`config.mk`:
```
export PLATFORM = sky130hd
export DESIGN_NAME = base64_stream_decoder_core
export DESIGN_NICKNAME = d
export VERILOG_FILES = /design/src/rtl/b64d_pkg.sv /design/src/rtl/b64d_step.sv /design/src/rtl/base64_stream_decoder_core.sv
export SDC_FILE = /design/constraint.sdc
export NUM_CORES = 1
export LEC_CHECK = 0
export BUFFER_PORTS_ARGS = -buffer_cell sky130_fd_sc_hd__buf_2
export CAP_MARGIN = 5
export CORE_ASPECT_RATIO = 1.5
export CORE_MARGIN = 4
export CORE_UTILIZATION = 55
export CTS_BUF_LIST = sky130_fd_sc_hd__clkbuf_2 sky130_fd_sc_hd__clkbuf_4 sky130_fd_sc_hd__clkbuf_8
export CTS_CLUSTER_SIZE = 25
export DETAILED_ROUTE_END_ITERATION = 12
export HOLD_SLACK_MARGIN = 0.08
export MAX_ROUTING_LAYER = met4
export PLACE_DENSITY = 0.73
export SYNTH_ARGS = -nofsm -noshare
export SYNTH_HDL_FRONTEND = slang
export SYNTH_SLANG_ARGS = --single-unit
```
`constraint.sdc`:
```
create_clock -name clock -period 12.2 [get_ports clock]
set_input_delay 0.61 -clock clock [delete_from_list [all_inputs] [get_ports clock]]
set_output_delay 0.61 -clock clock [all_outputs]
set_load 0.02 [all_outputs]
```
`src/rtl/b64d_pkg.sv`:
```
// Package for the streaming base64 decoder.
// Holds the beat types, the decoder state and result group types, and the character codes.
// Has no dependencies.
`default_nettype none

package b64d_pkg;

   localparam logic [7:0] CHAR_PAD   = 8'h3d;
   localparam logic [7:0] CHAR_PLUS  = 8'h2b;
   localparam logic [7:0] CHAR_SLASH = 8'h2f;
   localparam logic [7:0] CHAR_SPACE = 8'h20;
   localparam logic [7:0] CHAR_TAB   = 8'h09;
   localparam logic [7:0] CHAR_LF    = 8'h0a;
   localparam logic [7:0] CHAR_CR    = 8'h0d;
   localparam logic [5:0] SEXTET_PLUS  = 6'd62;
   localparam logic [5:0] SEXTET_SLASH = 6'd63;

   typedef struct packed {
      logic [7:0] char_code;
      logic       end_of_text;
   } req_type;

   typedef struct packed {
      logic [7:0] data_byte;
      logic       byte_present;
      logic       run_last;
      logic       failed;
   } rsp_type;

   typedef struct packed {
      logic [1:0]      raw_position;
      logic            plus_held;
      logic [1:0]      group_fill;
      logic [2:0][5:0] sextet_store;
      logic [1:0]      pad_marks;
      logic            padding_seen;
      logic            error_flag;
   } state_type;

   // One group of results caused by a single character: one to three beats.
   typedef struct packed {
      logic            valid;
      logic [2:0][7:0] bytes;
      logic [1:0]      count;
      logic            present;
      logic            last;
      logic            failed;
   } group_type;

endpackage

`default_nettype wire

```
`src/rtl/b64d_step.sv`:
```
// Next-state and result logic of the base64 decoder for one input character.
// Purely combinational; depends on b64d_pkg for the state, beat and group types.
`default_nettype none

module b64d_step (
   input  wire b64d_pkg::state_type cur_state,
   input  wire b64d_pkg::req_type   item,
   output b64d_pkg::state_type      next_state,
   output b64d_pkg::group_type      group
);

   function automatic logic [6:0] sextet_of(input logic [7:0] c);
      logic [7:0] d;
      begin
         d = 8'd0;
         if (c >= 8'h41 && c <= 8'h5a) begin
            d = c - 8'h41;
            sextet_of = {1'b0, d[5:0]};
         end else if (c >= 8'h61 && c <= 8'h7a) begin
            d = c - 8'h61 + 8'd26;
            sextet_of = {1'b0, d[5:0]};
         end else if (c >= 8'h30 && c <= 8'h39) begin
            d = c - 8'h30 + 8'd52;
            sextet_of = {1'b0, d[5:0]};
         end else if (c == b64d_pkg::CHAR_PLUS) begin
            sextet_of = {1'b0, b64d_pkg::SEXTET_PLUS};
         end else if (c == b64d_pkg::CHAR_SLASH) begin
            sextet_of = {1'b0, b64d_pkg::SEXTET_SLASH};
         end else begin
            sextet_of = 7'h40;
         end
      end
   endfunction

   always_comb begin
      b64d_pkg::state_type s;
      b64d_pkg::group_type g;
      logic [7:0] c;
      logic       blank;
      logic [6:0] sx;
      logic       finish;
      logic [5:0] d4;

      s      = cur_state;
      g      = '0;
      c      = item.char_code;
      blank  = (c == b64d_pkg::CHAR_CR) || (c == b64d_pkg::CHAR_LF) ||
               (c == b64d_pkg::CHAR_SPACE) || (c == b64d_pkg::CHAR_TAB);
      sx     = sextet_of(c);
      finish = 1'b0;
      d4     = 6'd0;

      // A held plus only exists right after the first raw character, so the
      // group is empty and no error or padding can be pending.
      if (cur_state.plus_held) begin
         s.plus_held = 1'b0;
         if (c != b64d_pkg::CHAR_SPACE) begin
            s.sextet_store[0] = b64d_pkg::SEXTET_PLUS;
            s.group_fill      = 2'd1;
         end
      end

      if (cur_state.raw_position == 2'd0 && c == b64d_pkg::CHAR_PLUS && !item.end_of_text) begin
         s.plus_held = 1'b1;
      end else if (!blank && !s.error_flag) begin
         if (s.padding_seen) begin
            s.error_flag = 1'b1;
         end else if (c == b64d_pkg::CHAR_PAD) begin
            if (s.group_fill < 2'd2) begin
               s.error_flag = 1'b1;
            end else if (s.group_fill == 2'd2) begin
               s.pad_marks[0]    = 1'b1;
               s.sextet_store[2] = 6'd0;
               s.group_fill      = 2'd3;
            end else begin
               s.pad_marks[1] = 1'b1;
               finish         = 1'b1;
            end
         end else if (sx[6]) begin
            s.error_flag = 1'b1;
         end else if (s.group_fill == 2'd3 && s.pad_marks[0]) begin
            s.error_flag = 1'b1;
         end else if (s.group_fill == 2'd3) begin
            d4     = sx[5:0];
            finish = 1'b1;
         end else begin
            case (s.group_fill)
               2'd0:    s.sextet_store[0] = sx[5:0];
               2'd1:    s.sextet_store[1] = sx[5:0];
               default: s.sextet_store[2] = sx[5:0];
            endcase
            s.group_fill = s.group_fill + 2'd1;
         end
      end

      if (finish) begin
         g.valid    = 1'b1;
         g.present  = 1'b1;
         g.bytes[0] = {s.sextet_store[0], s.sextet_store[1][5:4]};
         g.bytes[1] = {s.sextet_store[1][3:0], s.sextet_store[2][5:2]};
         g.bytes[2] = {s.sextet_store[2][1:0], d4};
         if (s.pad_marks[0]) begin
            g.count = 2'd1;
         end else if (s.pad_marks[1]) begin
            g.count = 2'd2;
         end else begin
            g.count = 2'd3;
         end
         if (s.pad_marks != 2'd0) begin
            s.padding_seen = 1'b1;
         end
         s.group_fill = 2'd0;
         s.pad_marks  = 2'd0;
      end

      s.raw_position = (cur_state.raw_position < 2'd2) ? cur_state.raw_position + 2'd1 : 2'd2;

      if (item.end_of_text) begin
         if (s.group_fill != 2'd0) begin
            s.error_flag = 1'b1;
         end
         if (!finish) begin
            g.valid   = 1'b1;
            g.present = 1'b0;
            g.count   = 2'd1;
            g.bytes   = '0;
         end
         g.last   = 1'b1;
         g.failed = s.error_flag;
         s        = '0;
      end

      next_state = s;
      group      = g;
   end

endmodule

`default_nettype wire

```
`src/rtl/base64_stream_decoder_core.sv`:
```
// Top level of the streaming base64 decoder: input register, decoder state and result queue.
// Depends on b64d_pkg and instantiates b64d_step.
`default_nettype none

// The block takes one text character per cycle and decodes standard base64 into bytes,
// one byte per result beat. A character that completes a group of four yields one to
// three beats; the last character of a text always yields at least one beat, which carries
// run_last and the pass or fail status of the whole text. Input and output are decoupled by
// an input register and a two-group result queue, so characters stream at one per cycle as
// long as the consumer takes results at the same rate; only the final burst of three beats
// per group is paced by the one-beat-per-cycle output port. The first result beat of a
// character passes the input register and then the result queue before it is presented.
// Bytes of earlier groups are delivered before a text's failure is known, so a consumer
// drops the text's output when failed is set.
module base64_stream_decoder_core (
   input  wire                    clock,
   input  wire                    reset,
   input  wire                    req_valid,
   output logic                   req_ready,
   input  wire b64d_pkg::req_type req_payload,
   output logic                   rsp_valid,
   input  wire                    rsp_ready,
   output b64d_pkg::rsp_type      rsp_payload
);

   logic                in_valid_ff, in_valid_in;
   b64d_pkg::req_type   in_ff;
   b64d_pkg::state_type state_ff, state_in;
   b64d_pkg::state_type step_state;
   b64d_pkg::group_type step_group;
   b64d_pkg::group_type queue_ff [2];
   logic                wr_ptr_ff, wr_ptr_in;
   logic                rd_ptr_ff, rd_ptr_in;
   logic [1:0]          count_ff, count_in;
   logic [1:0]          beat_ff, beat_in;
   b64d_pkg::group_type head;
   logic                advance, push, pop, last_beat;

   b64d_step u_step (
      .cur_state  (state_ff),
      .item       (in_ff),
      .next_state (step_state),
      .group      (step_group)
   );

   assign advance   = in_valid_ff && (!step_group.valid || count_ff != 2'd2);
   assign push      = advance && step_group.valid;
   assign req_ready = !in_valid_ff || advance;

   assign head      = queue_ff[rd_ptr_ff];
   assign rsp_valid = count_ff != 2'd0;
   assign last_beat = beat_ff == head.count - 2'd1;
   assign pop       = rsp_valid && rsp_ready && last_beat;

   always_comb begin
      logic [7:0] data;
      case (beat_ff)
         2'd0:    data = head.bytes[0];
         2'd1:    data = head.bytes[1];
         default: data = head.bytes[2];
      endcase
      rsp_payload.data_byte    = head.present ? data : 8'd0;
      rsp_payload.byte_present = head.present;
      rsp_payload.run_last     = head.last && last_beat;
      rsp_payload.failed       = head.failed && head.last && last_beat;
   end

   always_comb begin
      in_valid_in = in_valid_ff;
      if (req_ready) begin
         in_valid_in = req_valid;
      end else if (advance) begin
         in_valid_in = 1'b0;
      end
      state_in  = advance ? step_state : state_ff;
      wr_ptr_in = push ? !wr_ptr_ff : wr_ptr_ff;
      rd_ptr_in = pop ? !rd_ptr_ff : rd_ptr_ff;
      count_in  = count_ff + {1'b0, push} - {1'b0, pop};
      beat_in   = beat_ff;
      if (rsp_valid && rsp_ready) begin
         beat_in = last_beat ? 2'd0 : beat_ff + 2'd1;
      end
   end

   always_ff @(posedge clock) begin
      if (reset) begin
         in_valid_ff <= 1'b0;
         state_ff    <= '0;
         wr_ptr_ff   <= 1'b0;
         rd_ptr_ff   <= 1'b0;
         count_ff    <= 2'd0;
         beat_ff     <= 2'd0;
      end else begin
         in_valid_ff <= in_valid_in;
         state_ff    <= state_in;
         wr_ptr_ff   <= wr_ptr_in;
         rd_ptr_ff   <= rd_ptr_in;
         count_ff    <= count_in;
         beat_ff     <= beat_in;
      end
   end

   always_ff @(posedge clock) begin
      if (req_valid && req_ready) begin
         in_ff <= req_payload;
      end
      if (push) begin
         queue_ff[wr_ptr_ff] <= step_group;
      end
   end

endmodule

`default_nettype wire

```
; Word level (Yosys, flattened, before mapping)
; Memory sizes are Yosys's and may differ from the RTL's. A register that Yosys moved wholly into a read port is not among the register bits.
; Cells that the tools add are included.
[totals]
regBits = 43
mem_bits_rw = 60
input_bits = 13
n_memories = 1
[memory_table]
columns = memory, words, width, read_ports, rd_clocked_by_memory_dff, write_ports, line
row1 = queue_ff, 2, 30, 1, 1, 1, base64_stream_decoder_core.sv:31  ; b64d_pkg::group_type queue_ff [2];
[classes]
n_addsub = 11
n_lt_le_gt_ge = 8
n_eq_ne = 14
mux = 70
reduce_logical = 38
[ops]
columns = cell, count
row1 = $mux 6, 12
row2 = $mux 22, 3
row3 = $mux 20, 3
row4 = $mux 28, 2
row5 = $mux 7, 5
row6 = $eq 8x6->1 const B, 4
row7 = $mux 8, 4
row8 = $mux 30, 1
row9 = $mux 1, 28
row10 = $mux 27, 1
row11 = $eq 8x4->1 const B, 3
row12 = $ge 8x7->1 const B, 2
row13 = $le 8x7->1 const B, 2
row14 = $mux 2, 8
row15 = $pmux 8 s2, 1
row16 = $logic_and 1x1->1, 15
row17 = $mux 12, 1
row18 = $reduce_bool 2->1, 6
row19 = $sub 6x6->6 const B, 2
row20 = $ge 8x6->1 const B, 1
row21 = $le 8x6->1 const B, 1
row22 = $ne 8x6->1 const B, 1
row23 = $logic_not 1->1, 7
row24 = $add 2x1->2 const B, 3
row25 = 16 further kinds, 25

; Logic depth before layout (Yosys ltp)
; Gate-level depths: netlist (run 1).
[logic_depth]
ltp_word = 25
depth_mapped = 15
ltp_nobuf = 13

; Cells and area by module
; A second synthesis (run 1) with hierarchy kept.
[hier_totals]
cells_unflattened = 522
area_unflattened_um2 = 5246.3
[modules_own_cells]
columns = module, instances, cells_per_inst, area_per_inst_um2, seq_area_each_um2
row1 = base64_stream_decoder_core, 1, 298, 3817.4, 2712.6
row2 = b64d_step, 1, 224, 1428.9, 0.0

; Worst setup path after synthesis (run 1)
; OpenSTA, ideal clock, no wires.
[synth_timing]
kind = register to register
from = register in_ff[4] (netlist name)
to = memory queue_ff[0][0] (netlist name), enable pin
setup_ps = 415
t_arrival_ps = 3428
required_ps = 11785
path_slack_ps = 8357
stages_incl_launch_ff = 12
path_cell_list = edfxtp_1 clkbuf_1 inv_1 ha_1 inv_1 o211a_1 o41a_1 a211o_1 buf_6 inv_1 o21ai_0 nor2_1
[synth_via]
elab_chain_len = 20
[synth_lines]
columns = element, line
row1 = "start, declared", base64_stream_decoder_core.sv:27  ; b64d_pkg::req_type in_ff;
row2 = "start signal, assigned", base64_stream_decoder_core.sv:105  ; in_ff <= req_payload;
row3 = "parallel branches: the longest is 10 deep, another holds $ge 8x6->1", n/a
row4 = $mux 1 (*), b64d_step.sv:63  ; if (cur_state.raw_position == 2'd0 && c == b64d_pkg::CHAR_PLUS && !item.end_of_text) begin
row5 = $mux 28, b64d_step.sv:96  ; if (finish) begin
row6 = $mux 28, b64d_step.sv:122  ; if (!finish) begin
row7 = $mux 30 (*), b64d_step.sv:118  ; if (item.end_of_text) begin
row8 = $logic_not 1->1, base64_stream_decoder_core.sv:46  ; assign advance = in_valid_ff && (!step_group.valid || count_ff != 2'd2);
row9 = $logic_or 1x1->1, base64_stream_decoder_core.sv:46
row10 = $logic_and 1x1->1, base64_stream_decoder_core.sv:46
row11 = $logic_and 1x1->1 (*), base64_stream_decoder_core.sv:47  ; assign push = advance && step_group.valid;
row12 = $mux 1 (*), base64_stream_decoder_core.sv:107  ; if (push) begin
row13 = $mux 1 (implied by the code) (*), base64_stream_decoder_core.sv:108  ; queue_ff[wr_ptr_ff] <= step_group;
row14 = "end, declared", base64_stream_decoder_core.sv:31
; Mark *: on every way between the ends.

; Worst setup path after layout (run 1)
[layout_timing]
from = register in_ff[3] (netlist name)
to = register count_ff[1]
[layout_via]
elab_chain_len = 20
[layout_lines]
columns = element, line
row1 = "parallel branches: the longest is 10 deep, another holds $ge 8x6->1", n/a
row2 = $mux 1 (*), b64d_step.sv:63
row3 = $mux 28, b64d_step.sv:96
row4 = $mux 28, b64d_step.sv:122
row5 = $mux 30 (*), b64d_step.sv:118
row6 = $logic_not 1->1, base64_stream_decoder_core.sv:46
row7 = $logic_or 1x1->1, base64_stream_decoder_core.sv:46
row8 = $logic_and 1x1->1, base64_stream_decoder_core.sv:46
row9 = $logic_and 1x1->1 (*), base64_stream_decoder_core.sv:47
row10 = $add 2x1->2 (*), base64_stream_decoder_core.sv:78  ; count_in = count_ff + {1'b0, push} - {1'b0, pop};
row11 = $sub 2x1->2 (*), base64_stream_decoder_core.sv:78
row12 = "end signal, assigned", base64_stream_decoder_core.sv:98  ; count_ff <= count_in;
row13 = "end, declared", base64_stream_decoder_core.sv:34  ; logic [1:0] count_ff, count_in;
; Marks and branches as above.
; A chain may end at the register's enable or synchronous reset.

==> impl_metrics.csv, run 1 <==
group,metric,value,unit
run_status,status,"finished clean",
die,num_rows,42,
global_route,grt_pass1_vias,3637,
drt,dr.pass1.iters,5,
drt,routed_via_density,6.26,
clocking,cts_made_buffers,9,
critical_path,cp-start-kind,"flop",
finish,layout_common_cells,"edfxtp_1 (67), nor2_1 (42), nand2_1 (35), dfxtp_1 (35), buf_2 (25)",
yosys,synth_cells,458,
finish,diodes,0,
clocking,htreeDepth,3,
critical_path,required,12.43,ns
global_route,grt-ovfl-total,0,
sta,fin_skew,0.0118,ns
finish,drive_above_1_share,11.0,%
placed_design,hpwl,8230,µm
pwr,ir_drop,74.2,µV
pwr,power,0.700,mW
clocking,clock_path_buffers,2,
sta,setup_viol,0,
finish,final_common_cell,"edfxtp_1",
yosys,synthesis.nets,483,
placed_design,gp_congestion,0.919,
clocking,cts_tree,"yes",
global_route,track_usage,22.3,%
pwr,p_per_area,130,mW/mm²
drt,drtAntennaViolNets,0,
finish,area_growth,8.59,%
yosys,ys_warn_count,0,
sta,holdWs,0.422,ns
placed_design,io_buffers,25,
critical_path,setup.worst_path.class,"reg -> reg",
sta,finalCritPeriodShare,34.6,%
pwr,power.leakage,1.81,nW
sta,rsz0062_at_grt,"no",
die,die_w,85.5,µm
yosys,synth_top_area_share,40.6,%
drt,drt_iter0_drc,297,
yosys,synth_seq_area_share,54.8,%
die,die_area,0.0106,mm²
yosys,async_flop_share,0,%
drt,num_vias,3692,
critical_path,cp-end-kind,"flop",
yosys,synth_seq_cells,102,
critical_path,cp_max_fo,28,
sta,maxSlewViolCount,0,
drt,drcViolationCount,0,
clocking,clkLatencyLatePin,0.36,ns
die,start_util,56.1,%
finish,fillCellCount,721,
clocking,hold_buffers,0,
yosys,synth-edff-count,67,
yosys,synth_area_leaders,"edfxtp_1 (41%), dfxtp_1 (14%), nor2_1 (3.3%)",
global_route,grt_pass1_wl,18100,µm
sta,worstMarginPinSlew,1.09,ns
drt,routed_wl,11300,µm
sta,tns,0,ns
hold_path,hold_class,"in -> reg",
global_route,antenna_found_initial,0,
finish,final_nets,500,
sta,max_freq,0.237,GHz
sta,period_minus_slack,4.22,ns
clocking,numClockSinks,102,
clocking,root_buffer,"clkbuf_8",
sta,hold_violations,0,
clocking,cts_resized,0,
flow_run,maxCapViolations,0,
yosys,ys_types,64,
yosys,ys.flop_type,"edfxtp_1",
die,core-area,0.00883,mm²
critical_path,arrival,4.45,ns
yosys,yosys.area.top_type,"edfxtp_1",
die,die_h,124,µm
sta,maxSlewHeadroom,27.0,%
clocking,clk_pin_slew,0.09,ns
global_route,grt_max_degree,30,
drt,routedWlPerCell,19.1,µm
clocking,post_cts_buffers,0,
yosys,synth.avg_cell_area,10.8,µm²
yosys,syn_area,0.00495,mm²
die,io_pins,26,
[cells in the mapped netlist, types with 9 or more instances]
master and n:
a211oi_1 11, a311oi_1 9, nor2_1 43, a22oi_1 17
ha_1 12, clkbuf_1 12, o21ai_0 22, nand2_1 35
dfxtp_1 35, edfxtp_1 67, a22o_1 9, nor3_1 9
mux2i_1 13, a21oi_1 23, inv_1 16, nand3_1 9
[critical path: stages, from the launching register on]
cell      delay (ns)
edfxtp_1        0.52
inv_1           0.16
ha_1            0.31
nor3b_1         0.49
nor4_4          0.12
o21bai_1        0.16
a211o_1         0.77
inv_1           0.26
o21ai_0         0.49
xnor2_1         0.18
ha_1            0.18
xor2_1          0.20
nand3_1         0.09
nor3b_1         0.16
[path summary, 6_finish.rpt]
path / slack [ns] / startpoint / cells past startpoint / endpoint
setup reg to reg: 7.98 / in_ff[3]$_DFFE_PP_ / 13 / count_ff[1]$_SDFF_PP0_
hold reg to reg: 0.46 / state_ff[5]$_SDFFE_PP0P_ / 2 / state_ff[5]$_SDFFE_PP0P_
hold / removal: 0.42 / req_payload[4] / 1 / in_ff[4]$_DFFE_PP_
setup / recovery: 7.98 / in_ff[3]$_DFFE_PP_ / 13 / count_ff[1]$_SDFF_PP0_
[state kept, by name, indices dropped and copies added, names as in the netlist, named ones only]
| signal | cells |
|---|---|
| in_valid_ff | 1 |
| in_ff | 9 |
| queue_ff | 58 |
| beat_ff | 2 |
| wr_ptr_ff | 1 |
| state_ff | 27 |
| rd_ptr_ff | 1 |
| count_ff | 2 |
[kinds of logic (layout without fill, tap and decap cells)]
family	after synthesis	after routing	synth area share [%]
flops	102	102	54.8
compound gates	137	137	19.8
xor+xnor	5	5	0.884
fa+ha+maj	12	12	3.03
buf+inv	38	60	3.39
mux	14	14	2.85
simple gates	150	150	15.3
[area by class of cell]
type	count	area, µm²	share of cell area [%]
Clock buffer	10	131	2.44
Tap cell	110	138	2.56
Multi-Input combinational cell	318	2070	38.6
Timing Repair Buffer	27	140	2.61
Sequential cell	102	2710	50.4
Inverter	17	63.8	1.19
Clock inverter	6	118	2.19
[routing by layer]
| layer | vias to the layer above | track usage (%) | share of wire (%) |
|---|---|---|---|
| met5 | - | - | 0 |
| met4 | 0 | 9.97 | 3.8 |
| met3 | 38 | 2.98 | 3.9 |
| met2 | 132 | 40.2 | 55 |
| met1 | 1755 | 23.7 | 38 |
| li1 | 1767 | - | - |
[per-stage QoR]
| step | cell area (µm²) | worst slack, ns | instances | util (%) |
|---|---|---|---|---|
| after global routing | 5380 | 7.55 | 590 | 60.9 |
| after detailed placement | 5130 | 8.08 | 574 | 58.1 |
| final | 5380 | 7.98 | 590 | 60.9 |
| after floorplan | 4950 | 8.36 | 458 | - |
| after CTS | 5380 | 8.02 | 590 | 60.9 |
| after global placement | 5130 | 8.13 | 574 | 58.1 |
[report_power, final]
part           leakage (nW)  internal [mW]  switching [mW]
Sequential            0.856          0.374         0.00696
Clock                 0.122          0.141           0.115
Combinational         0.832         0.0228          0.0409
(Power assumes the default switching activity.)
==> inputs of run 2 (changes only) <==
--- a/config.mk
+++ b/config.mk
@@ -15,7 +15,7 @@
 export DETAILED_ROUTE_END_ITERATION = 12
 export HOLD_SLACK_MARGIN = 0.08
 export MAX_ROUTING_LAYER = met4
-export PLACE_DENSITY = 0.73
+export PLACE_DENSITY = 0.76
 export SYNTH_ARGS = -nofsm -noshare
 export SYNTH_HDL_FRONTEND = slang
 export SYNTH_SLANG_ARGS = --single-unit
==> constraint.sdc (replaced) <==
create_clock -name clock -period 3.4 [get_ports clock]
set_input_delay 0.17 -clock clock [delete_from_list [all_inputs] [get_ports clock]]
set_output_delay 0.17 -clock clock [all_outputs]
set_load 0.02 [all_outputs]
==> impl_metrics.csv, run 2 (synthesis gave the netlist of run 1 again) <==
group,metric,value,unit
pwr,p_per_area,413,mW/mm²
finish,diodes,0,
finish,largest_reg_flops,58,
die,die_h,124,µm
clocking,cts_tree,"yes",
placed_design,hpwl,8380,µm
drt,drtAntennaViolNets,0,
global_route,grt-ovfl-total,0,
clocking,htreeDepth,3,
drt,drt_iter0_drc,247,
clocking,root_buffer,"clkbuf_8",
die,die_w,85.5,µm
critical_path,cp-start-kind,"flop",
clocking,clk_pin_slew,0.09,ns
finish,largest-register,"queue_ff",
drt,routed_wl,11400,µm
finish,layout_common_cells,"edfxtp_1 (67), nor2_1 (41), nand2_1 (35), dfxtp_1 (35), buf_2 (25)",
sta,maxSlewViolCount,0,
sta,finalCritPeriodShare,94.3,%
clocking,cts_made_buffers,9,
placed_design,dpl-instance-area,0.00528,mm²
finish,area_growth,13.0,%
critical_path,cp-end-kind,"primary output",
clocking,numClockSinks,102,
sta,fin_skew,0.00711,ns
placed_design,gp_congestion,0.982,
sta,period_minus_slack,3.21,ns
die,core-area,0.00883,mm²
critical_path,required,3.23,ns
drt,routed_via_density,6.24,
pwr,ir_drop,219,µV
placed_design,io_buffers,25,
drt,num_vias,3874,
finish,final_nets,531,
die,start_util,56.1,%
finish,largest_registers,"queue_ff (58), state_ff (27), in_ff (9)",
drt,dr.pass1.iters,5,
drt,routedWlPerCell,18.3,µm
finish,fillCellCount,703,
global_route,grt_pass1_wl,18900,µm
sta,worstMarginPinSlew,0.955,ns
sta,rsz0062_at_grt,"no",
clocking,clkLatencyLatePin,0.37,ns
run_status,status,"finished clean",
pwr,power.leakage,1.92,nW
die,die_area,0.0106,mm²
global_route,grt_max_degree,30,
finish,final_common_cell,"edfxtp_1",
clocking,clock_path_buffers,2,
sta,holdWs,0.202,ns
finish,final-seq-area,0.00271,mm²
global_route,grt_pass1_vias,3859,
die,io_pins,26,
finish,final_cell_area,0.00559,mm²
finish,drive_above_1_share,14.7,%
sta,maxSlewHeadroom,35.8,%
finish,multiInputGateArea,0.00208,mm²
global_route,antenna_found_initial,0,
hold_path,hold_class,"in -> reg",
sta,hold_violations,0,
drt,drcViolationCount,0,
sta,setup_viol,0,
critical_path,arrival,3.04,ns
die,num_rows,42,
sta,tns,0,ns
global_route,track_usage,23.1,%
flow_run,maxCapViolations,0,
critical_path,cp_max_fo,27,
sta,max_freq,0.312,GHz
critical_path,setup.worst_path.class,"reg -> out",
==> run 2: final cells by class <==
| cell class | instances | area share (%) |
|---|---|---|
| sequential | 102 | 48.5 |
| tap | 110 | 2.46 |
| timing repair buffer | 58 | 7.60 |
| clock inverter | 7 | 0.828 |
| inverter | 17 | 1.14 |
| multi-input combinational | 318 | 37.3 |
| clock buffer | 9 | 2.21 |
==> run 2: what timing repair did <==
item / CTS / global route
resized for setup: 0 / 5
endpoints found under the setup margin: 0 / 23
endpoints found under the hold margin: 11 / 0
hold buffers: 11 / 0
setup buffers: 0 / 3
==> run 2: stage by stage <==
stage / power [mW] / util (%) / std cells / setup WS (ns)
after CTS: 2.32 / 63.0 / 618 / 0.157
after global placement: 1.63 / 59.8 / 591 / 0.333
after global routing: 2.40 / 63.4 / 621 / 0.0246
final: 2.31 / 63.4 / 621 / 0.192
after detailed placement: 1.64 / 59.8 / 591 / 0.182
after floorplan: 1.55 / - / 458 / 0.0218
==> run 2: routing by layer <==
metal / vias up / part of all wire, % / GRT usage (%) / wire length, µm
li1: 1829 / - / - / -
met1: 1888 / 39 / 25.3 / 4390
met2: 109 / 53 / 38.8 / 6020
met3: 48 / 2.9 / 2.45 / 334
met4: 0 / 5.6 / 15.4 / 641
met5: - / 0 / - / 0
==> run 2: final timing paths <==
check                           start  slack (ns)                       end  depth (start not counted)
max                in_ff[1]$_DFFE_PP_        0.19                 req_ready                         10
min                             reset        0.20   beat_ff[1]$_SDFFE_PP0P_                          2
max reg2reg        in_ff[1]$_DFFE_PP_        0.25    count_ff[1]$_SDFF_PP0_                         13
min reg2reg  state_ff[9]$_SDFFE_PP0P_        0.46  state_ff[9]$_SDFFE_PP0P_                          2
==> run 2: critical path, stage by stage, from the launching register on <==
cell	delay (ns)
edfxtp_1	0.49
inv_1	0.10
ha_1	0.29
nor2b_1	0.16
o211a_1	0.24
o41a_1	0.38
a211o_1	0.29
buf_4	0.24
nand2_1	0.12
nand4b_1	0.15
buf_2	0.20
==> run 2: power breakdown <==
group / leakage (nW) / internal [mW] / switching (mW)
logic: 0.981 / 0.104 / 0.157
clock network: 0.0855 / 0.268 / 0.418
registers: 0.856 / 1.34 / 0.0206
total: 1.92 / 1.71 / 0.596
==> inputs of run 3 (changes only) <==
--- a/config.mk
+++ b/config.mk
@@ -7,15 +7,17 @@
 export LEC_CHECK = 0
 export BUFFER_PORTS_ARGS = -buffer_cell sky130_fd_sc_hd__buf_2
 export CAP_MARGIN = 5
+export CELL_PAD_IN_SITES_DETAIL_PLACEMENT = 1
+export CELL_PAD_IN_SITES_GLOBAL_PLACEMENT = 2
 export CORE_ASPECT_RATIO = 1.5
 export CORE_MARGIN = 4
-export CORE_UTILIZATION = 55
+export CORE_UTILIZATION = 38
 export CTS_BUF_LIST = sky130_fd_sc_hd__clkbuf_2 sky130_fd_sc_hd__clkbuf_4 sky130_fd_sc_hd__clkbuf_8
 export CTS_CLUSTER_SIZE = 25
 export DETAILED_ROUTE_END_ITERATION = 12
 export HOLD_SLACK_MARGIN = 0.08
 export MAX_ROUTING_LAYER = met4
-export PLACE_DENSITY = 0.76
+export PLACE_DENSITY_LB_ADDON = 0.1
 export SYNTH_ARGS = -nofsm -noshare
 export SYNTH_HDL_FRONTEND = slang
 export SYNTH_SLANG_ARGS = --single-unit
==> impl_metrics.csv, run 3 (synthesis gave the netlist of run 1 again) <==
group,metric,value,unit
sta,setup_viol,0,
hold_path,hold_start,"reset",
die,die_h,148,µm
placed_design,dpl_worst_slack,0.185,ns
critical_path,cp-end-kind,"flop",
clocking,cts_tree,"yes",
drt,routed_via_density,5.65,
drt,routed_wl,13500,µm
sta,maxSlewHeadroom,36.3,%
sta,rsz0062_at_grt,"no",
critical_path,cp-startpoint,"in_ff[4]$_DFFE_PP_",
die,die_w,101,µm
critical_path,setup.worst_path.class,"reg -> reg",
sta,tns,0,ns
finish,largest-register,"queue_ff",
pwr,power.leakage,1.99,nW
finish,final_common_cell,"edfxtp_1",
die,start_util,39.2,%
drt,drcViolationCount,0,
global_route,grt-ovfl-total,0,
clocking,clk_pin_slew,0.10,ns
critical_path,crit_path_frequent_cell,"inv_1",
drt,dr.pass1.iters,4,
critical_path,arrival,3.39,ns
drt,drt_iter0_drc,121,
drt,drtAntennaViolNets,0,
placed_design,io_buffers,25,
critical_path,cp-start-kind,"flop",
sta,worstMarginPinSlew,0.929,ns
clocking,root_buffer,"clkbuf_8",
hold_path,hold_depth,2,
finish,largest_reg_flops,58,
sta,setup_ws,0.260,ns
critical_path,cp_max_fo,6,
clocking,cts_made_buffers,9,
pwr,p_per_area,443,mW/mm²
drt,num_vias,3808,
finish,diodes,0,
global_route,track_usage,19.5,%
finish,layout_common_cells,"edfxtp_1 (67), nor2_1 (40), nand2_1 (35), dfxtp_1 (35), buf_4 (27)",
global_route,antenna_found_initial,0,
run_status,status,"finished clean",
global_route,grt_max_degree,30,
sta,maxSlewViolCount,0,
critical_path,cpPeakStageDelay,0.49,ns
finish,final_cells,674,
sta,hold_violations,0,
sta,finalCritPeriodShare,92.4,%
critical_path,r2r_start,"in_ff[4]$_DFFE_PP_",
placed_design,placedCellCount,646,
sta,fin_skew,0.0131,ns
finish,area_growth,16.9,%
die,io_pins,26,
critical_path,reg2reg_depth,14,
critical_path,required,3.65,ns
global_route,grt_pass1_wl,21900,µm
placed_design,hpwl,10400,µm
die,core-area,0.0126,mm²
finish,final_nets,538,
hold_path,hold_class,"in -> reg",
critical_path,cp_cell_sequence,"inv_1 > ha_1 > inv_1 > o211a_1 > o41a_1 > a211o_1 > inv_1 > o21ai_0 > buf_4 > xnor2_1 > ha_1 > xor2_1 > nand3_1 > nor3b_1",
flow_run,maxCapViolations,0,
die,die_area,0.0150,mm²
clocking,htreeDepth,3,
critical_path,cp_slowest_cell,"edfxtp_1",
finish,drive_above_1_share,16.4,%
clocking,clkLatencyLatePin,0.36,ns
sta,max_freq,0.318,GHz
pwr,ir_drop,181,µV
global_route,grt_pass1_vias,4000,
placed_design,gp_congestion,0.916,
clocking,numClockSinks,102,
sta,period_minus_slack,3.14,ns
drt,routedWlPerCell,20.1,µm
finish,largest_registers,"queue_ff (58), state_ff (27), in_ff (9)",
clocking,clock_path_buffers,2,
die,num_rows,50,
## run 3: layout make-up
class	instances	area (µm²)
clock buffer	10	131
inverter	17	63.8
clock inverter	6	118
multi-input combinational	318	2090
sequential	102	2710
timing repair buffer	65	478
fill	1387	6850
tap	156	195
## run 3: metal layers
layer | track usage, % | up-vias | wire, µm
li1 | - | 1843 | -
met2 | 35.3 | 56 | 7550
met4 | 5.99 | 0 | 293
met1 | 22.0 | 1893 | 5400
met5 | - | - | 0
met3 | 2.55 | 16 | 302
## run 3: stage by stage
stage                     hold WS (ns)  instance area (µm²)  util (%)  total power, mW
after floorplan                  0.269                 4950         -             1.55
final                            0.224                 5790      45.8             2.56
after global placement           0.347                 5410      42.8             1.65
after detailed placement         0.348                 5410      42.8             1.66
after CTS                        0.207                 5770      45.6             2.59
after global routing             0.250                 5790      45.8             2.68
## run 3: worst paths after layout
| path | endpoint | slack [ns] |
|---|---|---|
| worst max-delay path | count_ff[1]$_SDFF_PP0_ | 0.26 |
| worst min-delay path | beat_ff[1]$_SDFFE_PP0P_ | 0.22 |
| worst max register to register | count_ff[1]$_SDFF_PP0_ | 0.26 |
| worst min register to register | state_ff[9]$_SDFFE_PP0P_ | 0.46 |
## run 3: worst max-delay path, delay by kind of cell (launching register included)
| family | cells | cell delay [ns] |
|---|---|---|
| flops | 1 | 0.49 |
| buf+inv | 4 | 0.50 |
| fa+ha+maj | 2 | 0.40 |
| compound gates | 4 | 1.01 |
| simple gates | 2 | 0.25 |
| xor+xnor | 2 | 0.34 |
## run 3: report_power, final
part	leakage (nW)	total, mW	internal (mW)	switching [mW]
Clock	0.122	0.928	0.505	0.423
Sequential	0.856	1.36	1.34	0.0191
Combinational	1.01	0.277	0.109	0.168
## run 3: what timing repair did
| action | in CTS | in global routing |
|---|---|---|
| setup buffers | 0 | 1 |
| hold buffers | 11 | 0 |
| setup endpoints to repair | 0 | 26 |
| endpoints found under the hold margin | 11 | 0 |
| resized for setup | 0 | 5 |
